$ cat src/ofre_ram.sv
// Generic simple dual-port RAM with registered read.
`timescale 1ns / 1ps
module ofre_ram #(
  parameter int WIDTH = 16,
  parameter int DEPTH = 256
) (
  input  logic                     clk_i,
  input  logic                     we_i,
  input  logic [$clog2(DEPTH)-1:0] waddr_i,
  input  logic [WIDTH-1:0]         wdata_i,
  input  logic [$clog2(DEPTH)-1:0] raddr_i,
  output logic [WIDTH-1:0]         rdata_o
);

  logic [WIDTH-1:0] mem [DEPTH];
  logic [WIDTH-1:0] rdata_q;

  always_ff @(posedge clk_i) begin
    if (we_i) begin
      mem[waddr_i] <= wdata_i;
    end
    rdata_q <= mem[raddr_i];
  end

  assign rdata_o = rdata_q;

endmodule

$ cat config.mk
export PLATFORM = sky130hd
export DESIGN_NAME = ofre_ram
export DESIGN_NICKNAME = d
export VERILOG_FILES = /design/src/ofre_ram.sv
export SDC_FILE = /design/constraint.sdc
export NUM_CORES = 2
export LEC_CHECK = 0
export BUFFER_PORTS_ARGS = -buffer_cell sky130_fd_sc_hd__buf_2
export CELL_PAD_IN_SITES_DETAIL_PLACEMENT = 0
export CELL_PAD_IN_SITES_GLOBAL_PLACEMENT = 2
export CORE_MARGIN = 4
export CORE_UTILIZATION = 40
export DETAILED_ROUTE_END_ITERATION = 6
export PLACE_DENSITY = 0.71
export SLEW_MARGIN = 10
export SYNTH_ARGS = -nofsm -noshare
export SYNTH_HDL_FRONTEND = slang
export SYNTH_SLANG_ARGS = --single-unit
export TNS_END_PERCENT = 10
$ cat constraint.sdc
create_clock -name clk_i -period 3.1 [get_ports clk_i]
set_clock_uncertainty 0.15 [all_clocks]
set_input_delay 0 -clock clk_i [delete_from_list [all_inputs] [get_ports clk_i]]
set_output_delay 0 -clock clk_i [all_outputs]
set_load 0.02 [all_outputs]
==> impl_metrics.env <==
export IMPL_critPathMaxStageDelay_ns=0.56
export IMPL_start_kind="register"
export IMPL_tritoncts="done"
export IMPL_p_leak_nw=59.4
export IMPL_clock_latency_ns=0.98
export IMPL_cts_setup_buffers=0
export IMPL_tightest_slew_ns=1.29
export IMPL_critical_path_class="reg -> reg"
export IMPL_slew_violations=0
export IMPL_drive_above_1_share_pct=28.7
export IMPL_final_common_cell="edfxtp_1"
export IMPL_fmax_ghz=0.331
export IMPL_status="completed"
export IMPL_fin_util_pct=46.8
export IMPL_synth_seq_cells=4112
export IMPL_wirelength_um=445000
export IMPL_async_flop_share_pct=0
export IMPL_vias_per_cell=5.80
export IMPL_syn_inst=7360
export IMPL_crit_chain="mux4_2, mux2_2, a221oi_2, buf_4, o31ai_1, buf_4, o32ai_1, nor4_1"
export IMPL_min_to="mem[85][1]$_DFFE_PP_"
export IMPL_syn_cell_area_um2=159000
export IMPL_clock_sinks=4112
export IMPL_worst_r2r_startpoint="mem[139][3]$_DFFE_PP_"
export IMPL_worst_path_most_repeated_cell="buf_4"
export IMPL_hp_class="in -> reg"
export IMPL_vias=80500
export IMPL_dp_slack_ns=-0.650
export IMPL_portBuffers=49
export IMPL_antenna_found_initial=21
export IMPL_period_share_pct=97.5
export IMPL_finalNetCount=8326
export IMPL_ir_drop_uv=475
export IMPL_relSlewSlack_pct=14.3
export IMPL_yosys_warnings=0
export IMPL_routedWlPerCell_um=32.1
export IMPL_finalSetupViolations=0
export IMPL_cts_root_buf="clkbuf_16"
export IMPL_ios=50
export IMPL_clockBufferDepth=4
export IMPL_drv_cap=0
export IMPL_fill_cells=32300
export IMPL_hp_start="wdata_i[1]"
export IMPL_cts_buffers=415
export IMPL_grt_pass1_vias=80800
export IMPL_cp_depth=8
export IMPL_critPathSlowestCell="a221oi_2"
export IMPL_postRouteAntennaNets=0
export IMPL_end_kind="register"
export IMPL_fin_cells=13900
export IMPL_die_w_um=638
export IMPL_layout_common_cells="edfxtp_1, mux4_2, buf_4, mux2i_1, clkbuf_16"
export IMPL_h_tree_depth=5
export IMPL_fin_ws_ns=0.0777
export IMPL_drc=0
export IMPL_place_congestion=0.889
export IMPL_rows=231
export IMPL_ys_types=52
export IMPL_place_hpwl_um=276000
export IMPL_synth_avg_cell_area_um2=21.6
export IMPL_hold_depth=2
export IMPL_firstDrtPassIters=7
export IMPL_clkTransAtPathRegs_ns=0.06
export IMPL_dr_first_iter_drc_count=9279
export IMPL_start_util_pct=40.1
export IMPL_grt_pass1_wl_um=627000
export IMPL_dp_cells=13100
export IMPL_grt_overflow=0
export IMPL_synth_edf_count=4096
export IMPL_hold_viol=0
export IMPL_area_growth_pct=16.6
export IMPL_rsz0062_at_grt="no"
export IMPL_reg2reg_to="rdata_o[3]$_DFF_P_"
export IMPL_grt_max_degree=125
export IMPL_cp_buffers_inverters=2
export IMPL_synth_ff_type="edfxtp_1"
export IMPL_r2r_slack_ns=0.08
export IMPL_core_area_um2=396000
export IMPL_arrival_ns=3.69
export IMPL_die_h_um=638
export IMPL_crit_family="compound AO/OA/AOI/OAI gates"
export IMPL_timing_final_crit_period_ns=3.02
export IMPL_syn_nets=7394
export IMPL_p_per_area_nw_per_um2=631
export IMPL_synth_seq_area_share_pct=77.7
export IMPL_worstPathRequired_ns=3.76
export IMPL_reg2regPathDepth=8
export IMPL_crit_fanout=1
export IMPL_grt_use_total_pct=21.6
export IMPL_die_area_um2=407000
[report_power, final]
group          internal [W]  leakage (nW)  switching [W]
sequential           0.0613          36.9       0.000147
combinational       0.00237          16.0        0.00407
clock                0.0282          6.44         0.0208
[cell type report]
cell class	count	area (um2)	area share (%)
timing repair buffer	967	8970	4.85
clock buffer	511	10900	5.90
multi-input combinational	2792	33000	17.8
antenna	15	37.5	0.0203
tap	5242	6560	3.54
clock inverter	233	2270	1.23
inverter	4	27.5	0.0149
sequential	4112	123000	66.6
[worst max path at each step]
stage / slack (ns) / startpoint / to
after floorplan: 0.78 / waddr_i[3] / mem[235][0]$_DFFE_PP_
after global placement: -0.61 / raddr_i[0] / rdata_o[9]$_DFF_P_
after detailed placement: -0.65 / raddr_i[0] / rdata_o[3]$_DFF_P_
after CTS: 0.03 / raddr_i[2] / rdata_o[9]$_DFF_P_
after global routing: 0.05 / mem[139][3]$_DFFE_PP_ / rdata_o[3]$_DFF_P_
final: 0.08 / mem[139][3]$_DFFE_PP_ / rdata_o[3]$_DFF_P_
[timing repair]
action / in CTS / in global routing
hold buffers: 48 / 0
resized for setup: 2 / 0
setup endpoints to repair: 2 / 0
endpoints found under the hold margin: 6467 / 0
[synth_stat cells (3+ instances only)]
cell | number | area share (%)
edfxtp_1 | 4096 | 77
mux4_2 | 797 | 11
mux2i_1 | 565 | 3.6
nor2_1 | 304 | 0.72
o221ai_1 | 252 | 1.4
clkbuf_1 | 230 | 0.54
a21oi_1 | 175 | 0.55
o22ai_1 | 148 | 0.58
nor3_1 | 92 | 0.29
mux2_2 | 88 | 0.62
buf_6 | 77 | 0.55
buf_2 | 76 | 0.24
a22oi_1 | 43 | 0.20
nand2_1 | 38 | 0.090
o21ai_0 | 37 | 0.12
nand3_1 | 35 | 0.11
a22o_1 | 32 | 0.18
a221oi_1 | 28 | 0.15
buf_1 | 27 | 0.064
buf_4 | 26 | 0.12
nand4_1 | 26 | 0.10
o32ai_1 | 20 | 0.11
a211oi_1 | 18 | 0.085
nor4_1 | 17 | 0.067
dfxtp_1 | 16 | 0.20
o31ai_1 | 16 | 0.076
and3_1 | 11 | 0.043
buf_8 | 11 | 0.10
nor2b_1 | 9 | 0.035
a2111oi_0 | 6 | 0.033
a31oi_1 | 6 | 0.024
buf_12 | 5 | 0.063
or2_2 | 4 | 0.016
inv_1 | 3 | 0.0071
nand2b_1 | 3 | 0.012
nand4b_1 | 3 | 0.017
[metrics by stage]
| step | setup TNS, ns | cell area [um2] | hold WS (ns) | total power [W] |
|---|---|---|---|---|
| after floorplan | 0 | 159000 | -0.0511 | 0.0656 |
| after global placement | -4.17 | 171000 | 0.211 | 0.0689 |
| after detailed placement | -4.10 | 171000 | 0.216 | 0.0690 |
| after CTS | 0 | 185000 | 0.0113 | 0.118 |
| after global routing | 0 | 185000 | 0.0354 | 0.120 |
| final | 0 | 185000 | 0.0279 | 0.117 |
[registers in the layout (all words and copies together) (netlist names)]
| signal | cells |
|---|---|
| rdata_o | 16 |
| mem | 4096 |
[metal layers]
layer / global-route usage, % / routed length, um / up-vias
met3: 3.97 / 33200 / 679
met1: 29.6 / 180000 / 43400
met2: 35.0 / 215000 / 3244
met5: 0.165 / 141 / -
li1: - / - / 33200
met4: 6.97 / 16500 / 10
[cells by family (layout without fill, tap and decap cells)]
logic type      count (synthesis)  after routing  synth area share, %
compound gates                786            786                 3.54
buf+inv                       456           1715                 1.69
flops                        4112           4112                 77.7
mux                          1450           1450                 15.5
other cells                     0             15                    0
simple gates                  556            556                 1.57
Power figures use the tool's default switching activity.
