### src/ofre_pkg.sv
// Shared types, codes and defaults of the overwriting ring FIFO engine.
`timescale 1ns / 1ps
package ofre_pkg;

  localparam int DepthDefault    = 256;
  localparam int MaxBurstDefault = 64;

  localparam int CAP_W  = 9;
  localparam int WORD_W = 16;
  localparam int LEN_W  = 7;
  localparam int CMD_W  = 3;
  localparam int STAT_W = 2;

  localparam logic [CAP_W-1:0] CAP_RESET = 9'd256;

  // Command codes as they arrive on the request port.
  localparam logic [CMD_W-1:0] CMD_PUT   = 3'd0;
  localparam logic [CMD_W-1:0] CMD_GET   = 3'd1;
  localparam logic [CMD_W-1:0] CMD_READ  = 3'd2;
  localparam logic [CMD_W-1:0] CMD_FETCH = 3'd3;
  localparam logic [CMD_W-1:0] CMD_WOPEN = 3'd4;
  localparam logic [CMD_W-1:0] CMD_WWORD = 3'd5;
  localparam logic [CMD_W-1:0] CMD_CLEAR = 3'd6;

  // Result status codes.
  localparam logic [STAT_W-1:0] ST_OK      = 2'd0;
  localparam logic [STAT_W-1:0] ST_FULL    = 2'd1;
  localparam logic [STAT_W-1:0] ST_NOSPACE = 2'd2;
  localparam logic [STAT_W-1:0] ST_ERR     = 2'd3;

  // Operations after classification; a get is a read burst of one word.
  typedef enum logic [2:0] {
    OP_PUT,
    OP_READ,
    OP_FETCH,
    OP_WOPEN,
    OP_WWORD,
    OP_CLEAR,
    OP_BAD
  } op_e;

  typedef struct packed {
    logic [CMD_W-1:0]  cmd;
    logic [WORD_W-1:0] word_in;
    logic [LEN_W-1:0]  burst_len;
  } req_t;

  typedef struct packed {
    logic [WORD_W-1:0] word_out;
    logic              word_valid;
    logic [STAT_W-1:0] status;
    logic [CAP_W-1:0]  fill_count;
    logic              is_full;
    logic              is_empty;
    logic              last;
  } rsp_t;

  typedef struct packed {
    op_e               op;
    logic [WORD_W-1:0] word;
    logic [LEN_W-1:0]  len;
  } cmd_t;

endpackage

### src/ofre_front.sv
// Front end: accepts items, classifies the command and queues it for the back end.
`timescale 1ns / 1ps
module ofre_front #(
  parameter int MAX_BURST = ofre_pkg::MaxBurstDefault
) (
  input  logic             clk_i,
  input  logic             rst_ni,
  input  logic             start,
  output logic             busy,
  input  ofre_pkg::req_t   req_i,
  output logic             q_valid_o,
  output ofre_pkg::cmd_t   q_item_o,
  input  logic             q_pop_i
);

  localparam logic [ofre_pkg::LEN_W-1:0] LenMax = ofre_pkg::LEN_W'(MAX_BURST);

  ofre_pkg::cmd_t ent_q [2];
  ofre_pkg::cmd_t cls;
  logic           wr_ptr_q, rd_ptr_q;
  logic [1:0]     cnt_q;
  logic           push, pop;
  logic [ofre_pkg::LEN_W-1:0] len_sat;

  assign len_sat = (req_i.burst_len > LenMax) ? LenMax : req_i.burst_len;

  always_comb begin
    cls.word = req_i.word_in;
    cls.len  = len_sat;
    case (req_i.cmd)
      ofre_pkg::CMD_PUT:   cls.op = ofre_pkg::OP_PUT;
      ofre_pkg::CMD_GET: begin
        cls.op  = ofre_pkg::OP_READ;
        cls.len = ofre_pkg::LEN_W'(1);
      end
      ofre_pkg::CMD_READ:  cls.op = ofre_pkg::OP_READ;
      ofre_pkg::CMD_FETCH: cls.op = ofre_pkg::OP_FETCH;
      ofre_pkg::CMD_WOPEN: cls.op = ofre_pkg::OP_WOPEN;
      ofre_pkg::CMD_WWORD: cls.op = ofre_pkg::OP_WWORD;
      ofre_pkg::CMD_CLEAR: cls.op = ofre_pkg::OP_CLEAR;
      default:             cls.op = ofre_pkg::OP_BAD;
    endcase
  end

  assign busy      = (cnt_q == 2'd2);
  assign push      = start && !busy;
  assign q_valid_o = (cnt_q != 2'd0);
  assign pop       = q_pop_i && q_valid_o;
  assign q_item_o  = ent_q[rd_ptr_q];

  always_ff @(posedge clk_i) begin
    if (push) begin
      ent_q[wr_ptr_q] <= cls;
    end
  end

  always_ff @(posedge clk_i or negedge rst_ni) begin
    if (!rst_ni) begin
      wr_ptr_q <= 1'b0;
      rd_ptr_q <= 1'b0;
      cnt_q    <= 2'd0;
    end else begin
      if (push) wr_ptr_q <= ~wr_ptr_q;
      if (pop) rd_ptr_q <= ~rd_ptr_q;
      if (push && !pop) cnt_q <= cnt_q + 2'd1;
      else if (pop && !push) cnt_q <= cnt_q - 2'd1;
    end
  end

endmodule

### config.mk
export PLATFORM = sky130hd
export DESIGN_NAME = ofre_front
export DESIGN_NICKNAME = d
export VERILOG_FILES = /design/src/ofre_pkg.sv /design/src/ofre_front.sv
export SDC_FILE = /design/constraint.sdc
export NUM_CORES = 1
export LEC_CHECK = 0
export ABC_AREA = 0
export BUFFER_PORTS_ARGS = -buffer_cell sky130_fd_sc_hd__buf_2
export CAP_MARGIN = 15
export CORE_MARGIN = 1
export CORE_UTILIZATION = 52
export CTS_CLUSTER_SIZE = 16
export DETAILED_ROUTE_END_ITERATION = 10
export PLACE_DENSITY = 0.79
export SLEW_MARGIN = 5
export SYNTH_ARGS = -nofsm -noshare
export SYNTH_HDL_FRONTEND = slang
export SYNTH_SLANG_ARGS = --single-unit
export TNS_END_PERCENT = 5
### constraint.sdc
create_clock -name clk_i -period 2.9 [get_ports clk_i]
set_input_delay 0.29 -clock clk_i [delete_from_list [all_inputs] [get_ports clk_i]]
set_output_delay 0.29 -clock clk_i [all_outputs]
set_load 0.01 [all_outputs]
==> impl_metrics.ini, run 1 <==
[placement]
dpl.hpwl_mm = 2.61
io_buffers = 57
placed_cells = 225
gp_congestion = 0.692

[pwr]
p_seq_frac = 0.486
switching_share = 0.296
p_per_area_nw_per_um2 = 923
power_switching_mw = 0.733
clkPwrFrac = 0.157
internal_power_mw = 1.75
leakagePower_nw = 1.11
power_frac_comb = 0.357
ir_drop_v = 0.000609

[grt]
grt_pass1_vias = 1238
grt_start_max_net_pins = 27
antenna_found_initial = 0
grt_overflow = 0
grt_first_pass_wirelength_mm = 5.51
gr-usage-all-layers = 0.169

[worst_setup_path]
r2r_cells = 4
cp.arrival_ns = 1.75
crit_path_max_fanout = 10
r2r_end = ent_q[0][19]
crit_buf_inv = 2
rrSetupSlack_ns = 1.14
slowest_stage = dfrtp_1
cp-end-kind = output pin
worstSetupPathType = reg2out
crit_family = flip-flops
path_cells = buf_4 > mux2_2 > buf_2
worst_path_largest_cell_delay_ns = 0.64
crit_required_ns = 2.61
reg2reg_from = cnt_q[0]
startpoint_type = register

[drt]
drc_errors = 0
route.vias.total = 1160
vias_per_cell = 4.96
ant_nets = 0
dr.pass1.iters = 3
wire_per_inst_um = 14.9
wirelength_mm = 3.49
drt_iter0_markers = 51

[synthesis]
synth_cell_type_count = 20
synth_edf_count = 52
ys_seq_elements = 56
synth_flop_cell = edfxtp_1
yosysTopAreaCellShare = 0.689
avgSynthCellArea_sq_um = 19.4
syn_area_sq_um = 2270
synthArstFlopShare = 0.0714
yosysWarnings = 0
ys_top_cells_by_count = edfxtp_1 (52), mux2_4 (19), mux2_2 (7)
synth.most_common_cell = edfxtp_1
synth_area_leaders = edfxtp_1 (69%), mux2_4 (13%), dfrtp_1 (4.4%)
seq_area_frac_synth = 0.733
syn_inst = 117
yosys.area.top_type = edfxtp_1
syn_nets = 148

[floorplanning]
rows = 23
start_util = 0.555
design.core.area_sq_um = 4090
io_pins = 58
fp.dieH_um = 68.0
die_x_um = 68.0
die_area_sq_um = 4630

[timing]
finalSetupViolCount = 0
timing.final.crit_share = 0.702
rsz0062_at_grt = no
setup_tns_ns = 0
finClkSkew_ns = 0.0123
final_max_slew_viol_count = 0
period_needed_ns = 2.04
tightest_slew_ns = 0.495
max-slew-margin-rel = 0.670
hold_slack_ns = 0.173
hold_violations = 0
max_freq_ghz = 0.491

[clocking]
post_cts_buffers = 0
cts_num_sinks = 56
cts_root_buffer = clkbuf_8
htree_levels = 2
clk_latency_ns = 0.30
path_clk_slew_ns = 0.09
numCtsBuffers = 5
cts_resized = 0
hold_buffers = 1
cts_tree = yes
cts_max_path_buffers = 2

[finish]
drive_gt1_frac = 0.516
antennaDiodeCount = 0
area_growth_pct = 18.6
layout.nets = 214
fin_cells = 234
n_fill_cell = 297

[run_status]
status = finished, final reports clean

[worst_hold_path]
hp-start = req_i[8]
hold_end = ent_q[0][8]
min_path_cells = 1
hold_path.class = in2reg

[flow_run]
maxCapViolations = 0
==> placed cells by master, fill, tap and decap left out, drive strengths merged <==
| cell | count |
|---|---|
| clkinv | 1 |
| inv | 3 |
| and3 | 1 |
| xor2 | 2 |
| nand2 | 6 |
| ha | 1 |
| a21oi | 1 |
| nor2b | 1 |
| xnor2 | 4 |
| mux2 | 26 |
| o21ai | 1 |
| buf | 61 |
| nor2 | 4 |
| clkbuf | 7 |
| dfrtp | 4 |
| or2 | 1 |
| nand2b | 1 |
| dlygate4sd3 | 1 |
| edfxtp | 52 |
| and2 | 6 |
==> stage by stage <==
| stage | worst slack (ns) | instance area, sq um | util | total power [mW] |
|---|---|---|---|---|
| 2_1_floorplan | 0.761 | 2270 | - | 1.88 |
| 3_3_place_gp | 1.20 | 2590 | 0.635 | 2.08 |
| 3_5_place_dp | 1.12 | 2590 | 0.635 | 2.13 |
| 4_1_cts | 0.846 | 2690 | 0.657 | 2.51 |
| 5_1_grt | 0.770 | 2690 | 0.657 | 2.62 |
| 6_report | 0.864 | 2690 | 0.657 | 2.48 |
==> worst max-delay path by stage <==
stage,start,end,slack [ns],cells after the start
6_report,rd_ptr_q,q_item_o[25],0.86,3
5_1_grt,rd_ptr_q,q_item_o[25],0.77,3
4_1_cts,rd_ptr_q,q_item_o[25],0.85,3
3_5_place_dp,cnt_q[0],ent_q[0][12],1.12,4
3_3_place_gp,rd_ptr_q,q_item_o[25],1.20,3
2_1_floorplan,cnt_q[0],ent_q[0][0],0.76,3
==> layer usage <==
layer  global-route usage  part of all wire  vias up
met3               0.0467             0.057        5
li1                     -                 -      563
met5                    0                 0        -
met4               0.0703             0.012        0
met1                0.186              0.40      556
met2                0.304              0.53       36
==> worst register-to-register path: stages, from the launching register on <==
cell and delay (ns):
dfrtp_1 0.41, nand2b_1 0.16, nand2_1 0.12, nor2_2 0.41, buf_4 0.34
==> cell type report <==
cell class,instances,area (sq um),share of cell area
well taps,50,62.6,0.0233
inverters,3,11.3,0.00419
multi-input cells,55,544,0.203
flip-flops and latches,56,1660,0.619
repair buffers,62,325,0.121
clock buffers,7,76.3,0.0284
clock inverters,1,5.00,0.00186
==> cells by family after synthesis <==
family,Yosys count,share of synthesized area
buffers and inverters,6,0.0276
multiplexers,26,0.161
AO/OA/AOI/OAI,2,0.00441
flip-flops,56,0.733
adder cells (fa/ha/maj),1,0.00552
XOR/XNOR,6,0.0232
AND/OR/NAND/NOR,20,0.0453
==> power by group through the flow <==
stage	sequential [mW]	clock, mW	combinational (mW)
2_1_floorplan	1.18	0	0.697
4_1_cts	1.21	0.397	0.902
6_report	1.21	0.389	0.885
5_1_grt	1.22	0.431	0.973
3_3_place_gp	1.21	0	0.875
3_5_place_dp	1.23	0	0.897
==> state kept, by name, summed over array words and instances, names as in the netlist <==
register and count:
cnt_q 2, ent_q 52, rd_ptr_q 1, wr_ptr_q 1
Power figures use the tool's default switching activity.
==> inputs of run 2 (changes only) <==
- CORE_UTILIZATION: 52 -> 47
- PLACE_DENSITY: 0.79 -> 0.75
- clock period: 2.9 -> 1.8 ns (I/O delays scaled with it)
==> run 2 against run 1 <==
Non-clock buffer count rose by 2; sequential power rose by 57%; die area rose by 10%; setup slack got worse by 0.72 ns; sequential share of layout area fell by 0.60 points; power rose by 64%; final cell count rose by 1.7%; critical path depth did not move; clock power rose by 73%; register-to-register slack got worse by 0.87 ns; first-iteration DRC count rose by 31%; largest cell class unchanged.
==> impl_metrics.ini, run 2 (same netlist as run 1, synthesis figures left out) <==
[worst_setup_path]
crit_path_start = rd_ptr_q
r2r_end = cnt_q[1]
cp-end-kind = output pin
crit_buf_inv = 2
r2r_cells = 6
reg2reg_from = cnt_q[0]
worstSetupPathType = reg2out
slowest_stage = mux2_2
cp.arrival_ns = 1.47
rrSetupSlack_ns = 0.27
worst_path_largest_cell_delay_ns = 0.38
crit_path_max_fanout = 15
startpoint_type = register
crit_required_ns = 1.62
path_cells = buf_4 > mux2_2 > buf_2
crit_family = buffers and inverters

[finish]
final_common_cell = buf_2
n_fill_cell = 358
finalInstanceArea_sq_um = 2710
fin_cells = 238
largestRegisters = ent_q: 52 flops, cnt_q: 2 flops
final_util = 0.602
area_growth_pct = 19.7
layout.nets = 216
top_register = ent_q
largest_reg_flops = 52
antennaDiodeCount = 0
layout_common_cells = buf_2 (57), edfxtp_1 (52), mux2_4 (19)
drive_gt1_frac = 0.522

[pwr]
p_per_area_nw_per_um2 = 1500
ir_drop_v = 0.000912
leakagePower_nw = 1.12

[clocking]
numCtsBuffers = 5
clk_latency_ns = 0.30
path_clk_slew_ns = 0.09
cts_root_buffer = clkbuf_8
cts_tree = yes
htree_levels = 2
cts_max_path_buffers = 2
cts_num_sinks = 56

[timing]
final_max_slew_viol_count = 0
max_freq_ghz = 0.604
tightest_slew_ns = 0.333
finClkSkew_ns = 0.00526
max-slew-margin-rel = 0.778
rsz0062_at_grt = no
hold_violations = 0
timing.final.crit_share = 0.919
period_needed_ns = 1.65
finalSetupViolCount = 0
setup_tns_ns = 0
hold_slack_ns = 0.0701

[placement]
dpl.hpwl_mm = 2.63
post_dp_cell_area_sq_um = 2610
placed_cells = 229
gp_congestion = 0.711
io_buffers = 57

[grt]
gr-usage-all-layers = 0.155
grt_first_pass_wirelength_mm = 5.80
grt_start_max_net_pins = 17
grt_overflow = 0
antenna_found_initial = 0
grt_pass1_vias = 1259

[flow_run]
maxCapViolations = 0

[drt]
drc_errors = 0
wire_per_inst_um = 15.1
wirelength_mm = 3.60
vias_per_cell = 4.95
ant_nets = 0
dr.pass1.iters = 4
drt_iter0_markers = 67
route.vias.total = 1177

[worst_hold_path]
min_path_cells = 1
hp-start = req_i[7]
hold_end = ent_q[1][7]
hold_path.class = in2reg

[floorplanning]
die_area_sq_um = 5100
design.core.area_sq_um = 4500
io_pins = 58
rows = 24
die_x_um = 71.4
start_util = 0.503
fp.dieH_um = 71.4

[run_status]
status = finished, final reports clean
run 2: cell types whose count changed in the layout (fill, tap and decap cells not counted), sizes merged:
cell	before	now
buf	61	63
clkbuf	7	8
clkinv	1	0
run 2: what timing repair did:
action / 4_1_cts / 5_1_grt
hold endpoints to repair: 4 / 0
buffers inserted: 0 / 0
hold buffers: 1 / 0
gates resized for setup: 0 / 0
run 2: area by class of cell:
| class | count | area [sq um] | area share |
|---|---|---|---|
| sequential | 56 | 1660 | 0.613 |
| multi-input combinational | 55 | 544 | 0.201 |
| timing repair buffer | 64 | 340 | 0.125 |
| clock buffer | 8 | 90.1 | 0.0332 |
| tap | 52 | 65.1 | 0.0240 |
| inverter | 3 | 11.3 | 0.00415 |
run 2: per-stage QoR:
| step | setup slack (ns) | power, mW |
|---|---|---|
| CTS | 0.128 | 4.13 |
| finish | 0.145 | 4.06 |
| global route | 0.0767 | 4.29 |
| floorplan | 0.0842 | 3.03 |
| detailed placement | 0.257 | 3.45 |
| global placement | 0.401 | 3.38 |
run 2: report_power, final:
part,internal [mW],switching [mW]
Clock,0.314,0.359
Sequential,1.79,0.105
Combinational,0.765,0.723
run 2: layer usage:
layer	wire, um	vias up	part of all wire	track usage
li1	-	567	-	-
met1	1530	564	0.42	0.178
met2	1850	41	0.51	0.271
met3	175	5	0.049	0.0436
met4	48	0	0.013	0.0667
met5	0	-	0	0
run 2: worst max-delay path by stage:
stage	cells past startpoint	to	slack [ns]
floorplan	3	ent_q[0][0]	0.08
global placement	6	cnt_q[1]	0.40
detailed placement	6	cnt_q[1]	0.26
CTS	3	q_item_o[0]	0.13
global route	3	q_item_o[25]	0.08
finish	3	q_item_o[25]	0.15
run 2: worst register-to-register path, cell delays in order, from the launching register on:
cell and delay (ns):
dfrtp_1 0.43, nand2b_1 0.20, nand2_1 0.15, inv_1 0.07, ha_1 0.33, nor2_1 0.14
xor2_1 0.14
