===== src/ofre_pkg.sv =====
// Shared types, codes and defaults of the overwriting ring FIFO engine.
`timescale 1ns / 1ps
package ofre_pkg;

  localparam int DepthDefault    = 256;
  localparam int MaxBurstDefault = 64;

  localparam int CAP_W  = 9;
  localparam int WORD_W = 16;
  localparam int LEN_W  = 7;
  localparam int CMD_W  = 3;
  localparam int STAT_W = 2;

  localparam logic [CAP_W-1:0] CAP_RESET = 9'd256;

  // Command codes as they arrive on the request port.
  localparam logic [CMD_W-1:0] CMD_PUT   = 3'd0;
  localparam logic [CMD_W-1:0] CMD_GET   = 3'd1;
  localparam logic [CMD_W-1:0] CMD_READ  = 3'd2;
  localparam logic [CMD_W-1:0] CMD_FETCH = 3'd3;
  localparam logic [CMD_W-1:0] CMD_WOPEN = 3'd4;
  localparam logic [CMD_W-1:0] CMD_WWORD = 3'd5;
  localparam logic [CMD_W-1:0] CMD_CLEAR = 3'd6;

  // Result status codes.
  localparam logic [STAT_W-1:0] ST_OK      = 2'd0;
  localparam logic [STAT_W-1:0] ST_FULL    = 2'd1;
  localparam logic [STAT_W-1:0] ST_NOSPACE = 2'd2;
  localparam logic [STAT_W-1:0] ST_ERR     = 2'd3;

  // Operations after classification; a get is a read burst of one word.
  typedef enum logic [2:0] {
    OP_PUT,
    OP_READ,
    OP_FETCH,
    OP_WOPEN,
    OP_WWORD,
    OP_CLEAR,
    OP_BAD
  } op_e;

  typedef struct packed {
    logic [CMD_W-1:0]  cmd;
    logic [WORD_W-1:0] word_in;
    logic [LEN_W-1:0]  burst_len;
  } req_t;

  typedef struct packed {
    logic [WORD_W-1:0] word_out;
    logic              word_valid;
    logic [STAT_W-1:0] status;
    logic [CAP_W-1:0]  fill_count;
    logic              is_full;
    logic              is_empty;
    logic              last;
  } rsp_t;

  typedef struct packed {
    op_e               op;
    logic [WORD_W-1:0] word;
    logic [LEN_W-1:0]  len;
  } cmd_t;

endpackage


===== src/ofre_back.sv =====
// Back end: carries out queued commands on the ring state and produces results.
`timescale 1ns / 1ps
module ofre_back #(
  parameter int DEPTH = ofre_pkg::DepthDefault
) (
  input  logic                        clk_i,
  input  logic                        rst_ni,
  input  logic                        q_valid_i,
  input  ofre_pkg::cmd_t              q_item_i,
  output logic                        q_pop_o,
  input  logic                        cfg_we_i,
  input  logic [ofre_pkg::CAP_W-1:0]  cfg_wdata_i,
  output logic                        ram_we_o,
  output logic [$clog2(DEPTH)-1:0]    ram_waddr_o,
  output logic [ofre_pkg::WORD_W-1:0] ram_wdata_o,
  output logic [$clog2(DEPTH)-1:0]    ram_raddr_o,
  input  logic [ofre_pkg::WORD_W-1:0] ram_rdata_i,
  output ofre_pkg::rsp_t              rsp_o,
  output logic                        rsp_strobe_o
);

  localparam int IW = $clog2(DEPTH);
  localparam int WW = ((IW > ofre_pkg::CAP_W) ? IW : ofre_pkg::CAP_W) + 1;
  localparam int CW = ofre_pkg::CAP_W;
  localparam int LW = ofre_pkg::LEN_W;

  localparam logic S_IDLE = 1'b0;
  localparam logic S_RUN  = 1'b1;

  function automatic logic [IW-1:0] wrap_nx(input logic [IW-1:0] idx,
                                            input logic [CW-1:0] cap);
    logic [WW-1:0] s;
    s = WW'(idx) + WW'(1);
    return (s >= WW'(cap)) ? '0 : s[IW-1:0];
  endfunction

  function automatic logic [CW-1:0] held_of(input logic [IW-1:0] wr,
                                            input logic [IW-1:0] rd,
                                            input logic          full,
                                            input logic [CW-1:0] cap);
    logic [WW-1:0] h;
    if (full) h = WW'(cap);
    else if (wr >= rd) h = WW'(wr) - WW'(rd);
    else h = WW'(cap) + WW'(wr) - WW'(rd);
    return h[CW-1:0];
  endfunction

  logic          state_q, state_d;
  logic [IW-1:0] wr_q, wr_d, rd_q, rd_d, ptr_q, ptr_d;
  logic          full_q, full_d, bacc_q, bacc_d, peek_q, peek_d;
  logic [LW-1:0] brem_q, brem_d, cnt_q, cnt_d;
  logic [CW-1:0] cap_q, eff_cap, held_now;

  logic                        strobe_q, strobe_d;
  logic                        wv_q, wv_d, last_q, last_d, isf_q, ise_q;
  logic [ofre_pkg::STAT_W-1:0] st_q, st_d;
  logic [CW-1:0]               fill_q;
  logic                        do_put, empty_now;
  logic [LW-1:0]               brem_dec;

  always_comb begin
    if (cap_q == '0) eff_cap = CW'(1);
    else if (32'(cap_q) > 32'(DEPTH)) eff_cap = CW'(DEPTH);
    else eff_cap = cap_q;
  end

  assign held_now  = held_of(wr_q, rd_q, full_q, eff_cap);
  assign empty_now = !full_q && (wr_q == rd_q);
  assign brem_dec  = brem_q - LW'(1);

  always_comb begin
    state_d  = state_q;
    wr_d     = wr_q;
    rd_d     = rd_q;
    full_d   = full_q;
    bacc_d   = bacc_q;
    brem_d   = brem_q;
    cnt_d    = cnt_q;
    ptr_d    = ptr_q;
    peek_d   = peek_q;
    q_pop_o  = 1'b0;
    do_put   = 1'b0;
    strobe_d = 1'b0;
    wv_d     = 1'b0;
    last_d   = 1'b1;
    st_d     = ofre_pkg::ST_OK;

    case (state_q)
      S_IDLE: begin
        if (q_valid_i) begin
          q_pop_o = 1'b1;
          case (q_item_i.op)
            ofre_pkg::OP_PUT: begin
              do_put   = 1'b1;
              strobe_d = 1'b1;
            end
            ofre_pkg::OP_READ: begin
              if (q_item_i.len == '0) begin
                strobe_d = 1'b1;
              end else begin
                state_d = S_RUN;
                cnt_d   = q_item_i.len;
                peek_d  = 1'b0;
              end
            end
            ofre_pkg::OP_FETCH: begin
              if (CW'(q_item_i.len) > held_now) begin
                strobe_d = 1'b1;
                st_d     = ofre_pkg::ST_ERR;
              end else if (q_item_i.len == '0) begin
                strobe_d = 1'b1;
              end else begin
                state_d = S_RUN;
                cnt_d   = q_item_i.len;
                peek_d  = 1'b1;
                ptr_d   = rd_q;
              end
            end
            ofre_pkg::OP_WOPEN: begin
              brem_d   = q_item_i.len;
              strobe_d = 1'b1;
              if (full_q) st_d = ofre_pkg::ST_FULL;
              else if ((eff_cap - held_now) < CW'(q_item_i.len)) st_d = ofre_pkg::ST_NOSPACE;
              else st_d = ofre_pkg::ST_OK;
              bacc_d = (st_d == ofre_pkg::ST_OK);
            end
            ofre_pkg::OP_WWORD: begin
              strobe_d = 1'b1;
              if (brem_q == '0) begin
                bacc_d = 1'b0;
                st_d   = ofre_pkg::ST_ERR;
              end else begin
                brem_d = brem_dec;
                if (brem_dec == '0) bacc_d = 1'b0;
                if (bacc_q) do_put = 1'b1;
                else st_d = ofre_pkg::ST_ERR;
              end
            end
            ofre_pkg::OP_CLEAR: begin
              wr_d     = '0;
              rd_d     = '0;
              full_d   = 1'b0;
              bacc_d   = 1'b0;
              brem_d   = '0;
              strobe_d = 1'b1;
            end
            default: begin
              strobe_d = 1'b1;
              st_d     = ofre_pkg::ST_ERR;
            end
          endcase
        end
      end
      S_RUN: begin
        strobe_d = 1'b1;
        if (peek_q) begin
          wv_d   = 1'b1;
          last_d = (cnt_q == LW'(1));
          ptr_d  = wrap_nx(ptr_q, eff_cap);
          cnt_d  = cnt_q - LW'(1);
          if (cnt_q == LW'(1)) state_d = S_IDLE;
        end else if (empty_now) begin
          // The FIFO ran dry before the burst finished.
          st_d    = ofre_pkg::ST_ERR;
          state_d = S_IDLE;
        end else begin
          wv_d   = 1'b1;
          last_d = (cnt_q == LW'(1));
          rd_d   = wrap_nx(rd_q, eff_cap);
          full_d = 1'b0;
          cnt_d  = cnt_q - LW'(1);
          if (cnt_q == LW'(1)) state_d = S_IDLE;
        end
      end
      default: state_d = S_IDLE;
    endcase

    // A put on a full FIFO drops the oldest word by moving the read index along.
    if (do_put) begin
      if (full_q) rd_d = wrap_nx(rd_q, eff_cap);
      wr_d   = wrap_nx(wr_q, eff_cap);
      full_d = (wr_d == rd_d);
    end
  end

  assign ram_we_o    = do_put;
  assign ram_waddr_o = wr_q;
  assign ram_wdata_o = q_item_i.word;
  assign ram_raddr_o = peek_q ? ptr_q : rd_q;

  always_ff @(posedge clk_i) begin
    wv_q   <= wv_d;
    last_q <= last_d;
    st_q   <= st_d;
    fill_q <= held_of(wr_d, rd_d, full_d, eff_cap);
    isf_q  <= full_d;
    ise_q  <= !full_d && (wr_d == rd_d);
    ptr_q  <= ptr_d;
    cnt_q  <= cnt_d;
  end

  always_ff @(posedge clk_i or negedge rst_ni) begin
    if (!rst_ni) begin
      state_q  <= S_IDLE;
      wr_q     <= '0;
      rd_q     <= '0;
      full_q   <= 1'b0;
      bacc_q   <= 1'b0;
      brem_q   <= '0;
      peek_q   <= 1'b0;
      cap_q    <= ofre_pkg::CAP_RESET;
      strobe_q <= 1'b0;
    end else if (cfg_we_i) begin
      cap_q    <= cfg_wdata_i;
      state_q  <= S_IDLE;
      wr_q     <= '0;
      rd_q     <= '0;
      full_q   <= 1'b0;
      bacc_q   <= 1'b0;
      brem_q   <= '0;
      peek_q   <= 1'b0;
      strobe_q <= 1'b0;
    end else begin
      state_q  <= state_d;
      wr_q     <= wr_d;
      rd_q     <= rd_d;
      full_q   <= full_d;
      bacc_q   <= bacc_d;
      brem_q   <= brem_d;
      peek_q   <= peek_d;
      strobe_q <= strobe_d;
    end
  end

  // The read data arrives together with the registered result fields.
  assign rsp_o.word_out   = wv_q ? ram_rdata_i : '0;
  assign rsp_o.word_valid = wv_q;
  assign rsp_o.status     = st_q;
  assign rsp_o.fill_count = fill_q;
  assign rsp_o.is_full    = isf_q;
  assign rsp_o.is_empty   = ise_q;
  assign rsp_o.last       = last_q;
  assign rsp_strobe_o     = strobe_q;

endmodule


===== config.mk =====
export PLATFORM = sky130hd
export DESIGN_NAME = ofre_back
export DESIGN_NICKNAME = d
export VERILOG_FILES = /design/src/ofre_pkg.sv /design/src/ofre_back.sv
export SDC_FILE = /design/constraint.sdc
export NUM_CORES = 1
export LEC_CHECK = 0
export BUFFER_PORTS_ARGS = -buffer_cell sky130_fd_sc_hd__buf_2
export CAP_MARGIN = 15
export CORE_ASPECT_RATIO = 1.2
export CORE_MARGIN = 2
export CORE_UTILIZATION = 52
export CTS_CLUSTER_DIAMETER = 120
export DETAILED_ROUTE_END_ITERATION = 10
export GPL_TIMING_DRIVEN = 0
export PLACE_DENSITY = 0.74
export SKIP_CTS_REPAIR_TIMING = 1
export SYNTH_ARGS = -nofsm -noshare
export SYNTH_HDL_FRONTEND = slang
export SYNTH_SLANG_ARGS = --single-unit

===== constraint.sdc =====
create_clock -name clk_i -period 8.6 [get_ports clk_i]
set_clock_uncertainty 0.15 [all_clocks]
set_input_delay 1.72 -clock clk_i [delete_from_list [all_inputs] [get_ports clk_i]]
set_output_delay 1.72 -clock clk_i [all_outputs]
set_load 0.005 [all_outputs]

==> results.yml, run 1 <==
run_status:
  status: "completed"
worst_setup_path:
  path_delay_family: "compound AO/OA/AOI/OAI gates"
  path_max_fanout: 11
  reg2regPathDepth: 22
  r2r_setup_slack_ns: 1.36
  cp_common_cell: "nand2_1"
  r2r-end: "fill_q[8]"
  critPathBufInv: 2
  max_stage_delay_ns: 0.73
  worstSetupPathType: "reg2reg"
  crit_arrival_ns: 7.31
  cp-end-kind: "flip-flop"
  crit_chain: "clkbuf_1 -> clkinv_1 -> nand2_1 -> ha_1 -> a21o_1 -> a2111oi_0 -> o21ai_0 -> nand2_1 -> and2_1 -> nand2_1 -> o21ai_0 -> fa_1 -> ha_1 -> a21o_1 -> a21oi_1 -> o21bai_1 -> a2111oi_0 -> nor3_1 -> xnor2_1 -> nand2_1 -> mux2i_1 -> a22oi_1"
  crit_path_start_kind: "flip-flop"
  crit_slowest_cell: "nand2_1"
  r2r-start: "cap_q[8]"
  required_ns: 8.67
power:
  pwr_density_cell_nw_per_um2: 123.6
  p_leak_uw: 0.004217
  total_power_uw: 1071
  ir_drop_mv: 0.07263
synthesis:
  syn_nets: 1096
  yosysWarnings: 0
  synth-seq-cells: 67
  netlist-cell-type-count: 84
  synthMuxAreaShare_pct: 3.594
  synth-xor-area-share_pct: 5.974
  yosys.area_share.simple_pct: 18.17
  synth-edff-count: 15
  async_reset_ff_share_pct: 55.22
  yosys.area_share.adder_pct: 19.76
  avgSynthCellArea_um2: 8.180
  post_synth_inst_count: 932
  synth_ff_type: "dfrtp_1"
  seq_area_frac_synth_pct: 22.01
  synth_top_family_by_area: "compound AO/OA/AOI/OAI gates"
  synth_compound_area_share_pct: 21.93
  netlist_area_um2: 7624
die:
  die_w_um: 114.5
  core_area_um2: 14350
  rows: 48
  ios: 121
  die_h_um: 136.6
  start_util_pct: 53.11
  die_area_um2: 15650
grt:
  antenna_found_initial: 0
  grt_pass1_vias: 6942
  grt_pass1_wl_um: 35000
  globalRouteTotalUtil_pct: 28.92
  grt_max_degree: 38
  grt.overflow.total: 0
timing:
  rsz0062_at_grt: "no"
  setup_viol: 0
  fin_setup_tns_ns: 0
  slew_violations: 0
  max_slew_margin_pct: 41.15
  period_needed_ns: 7.239
  whs_ns: 0.3834
  tightestPinTransition_ns: 0.8795
  finalHoldViolations: 0
  clock.fmax_mhz: 138.1
  fin_crit_sh_pct: 84.18
clock_network:
  cts_buffers: 9
  cts_buffer_depth: 2
  htreeDepth: 3
  root_buffer: "clkbuf_16"
  clk_pin_slew_ns: 0.06
  clkLatencyLatePin_ns: 0.35
  cts.sink_count: 67
  tritoncts: "built"
finish:
  final_common_cell: "buf_2"
  diodes: 0
  final_cell_mix: "107 x buf_2, 93 x inv_1, 90 x ha_1"
  nets: 1211
  final_cell_area_um2: 8665
  fillCellCount: 1320
  layout-drive-gt1-share_pct: 17.40
  syn_to_final_growth_pct: 13.66
route:
  routed_wirelength_um: 22360
  viasPerCell: 5.936
  ant_nets: 0
  vias: 7283
  firstDrtPassIters: 5
  drtIter0Drc: 568
  routedWlPerCell_um: 18.22
  drc: 0
worst_hold_path:
  hold_end: "brem_q[6]"
  hold_path_depth: 2
  hold_path.class: "reg2reg"
  min_from: "brem_q[6]"
placed_design:
  hpwl_um: 17330
  port_buffers: 103
  gp_congestion: 0.9857
  placed_cell_area_um2: 8363
flow_run:
  cap_viol_max_count: 0
-- layer usage --
layer  part of all wire (%)  vias up  track usage [%]  wire length [um]
met3                    7.2       77            3.897              1609
li1                       -     3493                -                 -
met2                     47      312            49.80             10540
met5                      0        -                0                 0
met4                    5.5        0            17.21              1230
met1                     40     3401            34.20              8980
-- tightest hold or removal path, cell delays in order, from the launching register on --
cell and delay (ns):
dfrtp_1 0.37, nand2_1 0.05, o21ai_0 0.07
-- logic make-up after synthesis --
kind of cell | count (synthesis)
AND/OR/NAND/NOR | 281
AO/OA/AOI/OAI | 251
buffers and inverters | 147
adder cells (fa/ha/maj) | 109
flip-flops | 67
XOR/XNOR | 52
multiplexers | 25
-- cells in the mapped netlist, types with 20 or more instances --
library cell / count / area (um^2)
o21ai_0: 67 / 335.3
ha_1: 90 / 1126
nor2_1: 76 / 285.3
a21o_1: 20 / 150.1
nand2b_1: 21 / 131.4
buf_4: 22 / 165.2
a21oi_1: 56 / 280.3
xnor2_1: 37 / 324.1
nand2_1: 70 / 262.8
inv_1: 93 / 349.1
dfrtp_1: 36 / 900.9
-- sequential cells by signal, indices dropped and copies added (netlist names), 2 cells and up --
name / cells
rd_q: 8
fill_q: 9
ram_waddr_o: 8
ptr_q: 8
cap_q: 9
brem_q: 7
st_q: 2
cnt_q: 7
-- power by group --
part           switching [uW]  internal, uW  leakage (uW)
Combinational             193           143       0.00332
Sequential               11.4           340      0.000745
Clock                     165           219      0.000153
-- worst max-delay path by stage --
stage | startpoint | end | slack [ns] | depth (start not counted)
after floorplan | q_valid_i | fill_q[8] | 2.70 | 18
after global placement | q_item_i[24] | fill_q[8] | 1.21 | 19
after detailed placement | cap_q[8] | fill_q[8] | 1.49 | 22
after CTS | cap_q[8] | fill_q[8] | 1.45 | 22
after global routing | cap_q[8] | fill_q[8] | 0.88 | 22
final | cap_q[8] | fill_q[8] | 1.36 | 22
-- through the flow --
| stage | std cells | utilization (%) | setup slack [ns] |
|---|---|---|---|
| finish | 1227 | 60.36 | 1.361 |
| global route | 1227 | 60.36 | 0.8848 |
| CTS | 1227 | 60.36 | 1.452 |
| detailed placement | 1211 | 58.26 | 1.495 |
| global placement | 1210 | 58.23 | 1.209 |
| floorplan | 932 | - | 2.696 |
-- cell type report --
type	instances	area [um^2]	share of cell area (%)
well taps	175	219.0	2.527
clock inverters	6	51.30	0.5921
repair buffers	104	520.5	6.007
inverters	98	367.9	4.245
clock buffers	10	250.2	2.888
multi-input cells	718	5293	61.08
flip-flops and latches	67	1678	19.36
plain buffers	49	285.3	3.292
No activity file was read; power rests on OpenSTA's default activity.
==> run 2, diff against run 1 <==
==> constraint.sdc (replaced) <==
create_clock -name clk_i -period 7.12 [get_ports clk_i]
set_clock_uncertainty 0.15 [all_clocks]
set_input_delay 1.424 -clock clk_i [delete_from_list [all_inputs] [get_ports clk_i]]
set_output_delay 1.424 -clock clk_i [all_outputs]
set_load 0.005 [all_outputs]
==> run 2 against run 1 <==
Sequential power increased by 21%. Die area unchanged. Sequential share of layout area is 0.092 points lower. Flip-flop and latch count is the same. Utilization up 0.29 points. Final cell count increased by 0.33%. Global-route usage did not move. Largest cell class unchanged.
==> results.yml, run 2 (synthesized netlist as in run 1, its figures left out) <==
run_status:
  status: "completed"
route:
  routedWlPerCell_um: 18.18
  viasPerCell: 5.921
  firstDrtPassIters: 6
  routed_wirelength_um: 22370
  drtIter0Drc: 615
  drc: 0
  ant_nets: 0
  vias: 7289
power:
  pwr_density_cell_nw_per_um2: 149.1
  ir_drop_mv: 0.08667
  total_power_uw: 1298
  p_leak_uw: 0.004235
grt:
  grt_max_degree: 38
  grt_pass1_wl_um: 35000
  antenna_found_initial: 0
  globalRouteTotalUtil_pct: 28.92
  grt.overflow.total: 0
  grt_pass1_vias: 6942
placed_design:
  placed_cell_area_um2: 8363
  dp_cells: 1211
  hpwl_um: 17330
  port_buffers: 103
  gp_congestion: 0.9857
  dpl_worst_slack_ns: 0.01462
timing:
  slew_violations: 0
  rsz0062_at_grt: "no"
  period_needed_ns: 6.643
  fin_crit_sh_pct: 93.30
  clock.fmax_mhz: 150.5
  tightestPinTransition_ns: 0.9104
  finalHoldViolations: 0
  max_slew_margin_pct: 39.08
  setup_ws_ns: 0.4771
  setup_viol: 0
clock_network:
  clk_pin_slew_ns: 0.06
  cts_buffers: 9
  root_buffer: "clkbuf_16"
  cts_buffer_depth: 2
  cts.sink_count: 67
  htreeDepth: 3
  clkLatencyLatePin_ns: 0.35
  tritoncts: "built"
die:
  core_area_um2: 14350
  die_h_um: 136.6
  die_area_um2: 15650
  ios: 121
  rows: 48
  start_util_pct: 53.11
  die_w_um: 114.5
finish:
  biggestRegsByFlops: "cap_q (9), fill_q (9)"
  nets: 1215
  final_cells: 1231
  syn_to_final_growth_pct: 14.20
  final_cell_area_um2: 8706
  layout-drive-gt1-share_pct: 18.09
  diodes: 0
  final_util_pct: 60.65
  final_common_cell: "buf_2"
  final_cell_mix: "107 x buf_2, 93 x inv_1, 90 x ha_1"
worst_setup_path:
  path_max_fanout: 8
  crit_arrival_ns: 6.72
  crit_path_start_kind: "flip-flop"
  crit_chain: "clkbuf_1 -> clkinvlp_4 -> nand2_2 -> ha_1 -> a21o_1 -> a2111oi_0 -> o21ai_0 -> nand2_1 -> and2_1 -> nand2_1 -> o21ai_0 -> fa_1 -> ha_1 -> a21o_1 -> a21oi_1 -> o21bai_1 -> a2111oi_0 -> nor3_1 -> xnor2_1 -> nand2_1 -> mux2i_1 -> a22oi_1"
  cp_common_cell: "nand2_1"
  max_stage_delay_ns: 0.53
  crit_slowest_cell: "dfstp_2"
  required_ns: 7.20
  worstSetupStartpoint: "cap_q[8]"
  r2r-start: "cap_q[8]"
  cp-end-kind: "flip-flop"
  worstSetupPathType: "reg2reg"
  reg2regPathDepth: 22
worst_hold_path:
  hold_path_depth: 2
  min_from: "brem_q[6]"
  hold_path.class: "reg2reg"
flow_run:
  cap_viol_max_count: 0
run 2: cell types whose count changed in the layout (fill, tap and decap cells not counted), sizes merged:
| cell | change |
|---|---|
| clkinv | -1 |
| clkinvlp | +1 |
| buf | +4 |
run 2: worst paths after layout:
check,endpoint,slack [ns]
setup / recovery,fill_q[8],0.48
setup reg to reg,fill_q[8],0.48
hold / removal,brem_q[6],0.38
max in group asynchronous,ram_waddr_o[6],5.23
min in group asynchronous,brem_q[3],1.04
hold reg to reg,brem_q[6],0.38
run 2: report_power, final:
group | internal (uW) | leakage [uW] | switching [uW]
combinational | 175 | 0.00334 | 235
clock | 264 | 0.000153 | 200
sequential | 410 | 0.000745 | 13.8
total | 850 | 0.00424 | 448
run 2: routing by layer:
layer  track usage, %  vias up  wire length [um]
met3            3.897       80              1596
met2            49.80      332             10680
met4            17.21        0              1200
li1                 -     3503                 -
met5                0        -                 0
met1            34.20     3374              8901
run 2: area by class of cell:
cell class                 instances  area [um^2]
clock buffer                      10        250.2
clock inverter                     6        51.30
buffer                            49        285.3
multi-input combinational        718         5300
inverter                          98        371.6
fill                            1316         5648
tap                              175        219.0
timing repair buffer             108        550.5
sequential                        67         1678
run 2: per-stage QoR:
| step | hold slack, ns | TNS, ns |
|---|---|---|
| 6_report | 0.3845 | 0 |
| 5_1_grt | 0.4252 | 0 |
| 4_1_cts | 0.3914 | -0.02793 |
| 3_5_place_dp | 0.3692 | 0 |
| 3_3_place_gp | 0.3612 | 0 |
| 2_1_floorplan | 0.3315 | 0 |
run 2: worst max-delay path, delay by kind of cell (launching register included):
| kind | cells | cell delay, ns |
|---|---|---|
| xor gates and xnor gates | 1 | 0.20 |
| AOI/OAI and AO/OA | 9 | 2.30 |
| DFF | 1 | 0.53 |
| adders and majority gates | 3 | 1.20 |
| and+or+nand+nor | 6 | 1.15 |
| muxes | 1 | 0.16 |
| buffers and inverters | 2 | 0.83 |
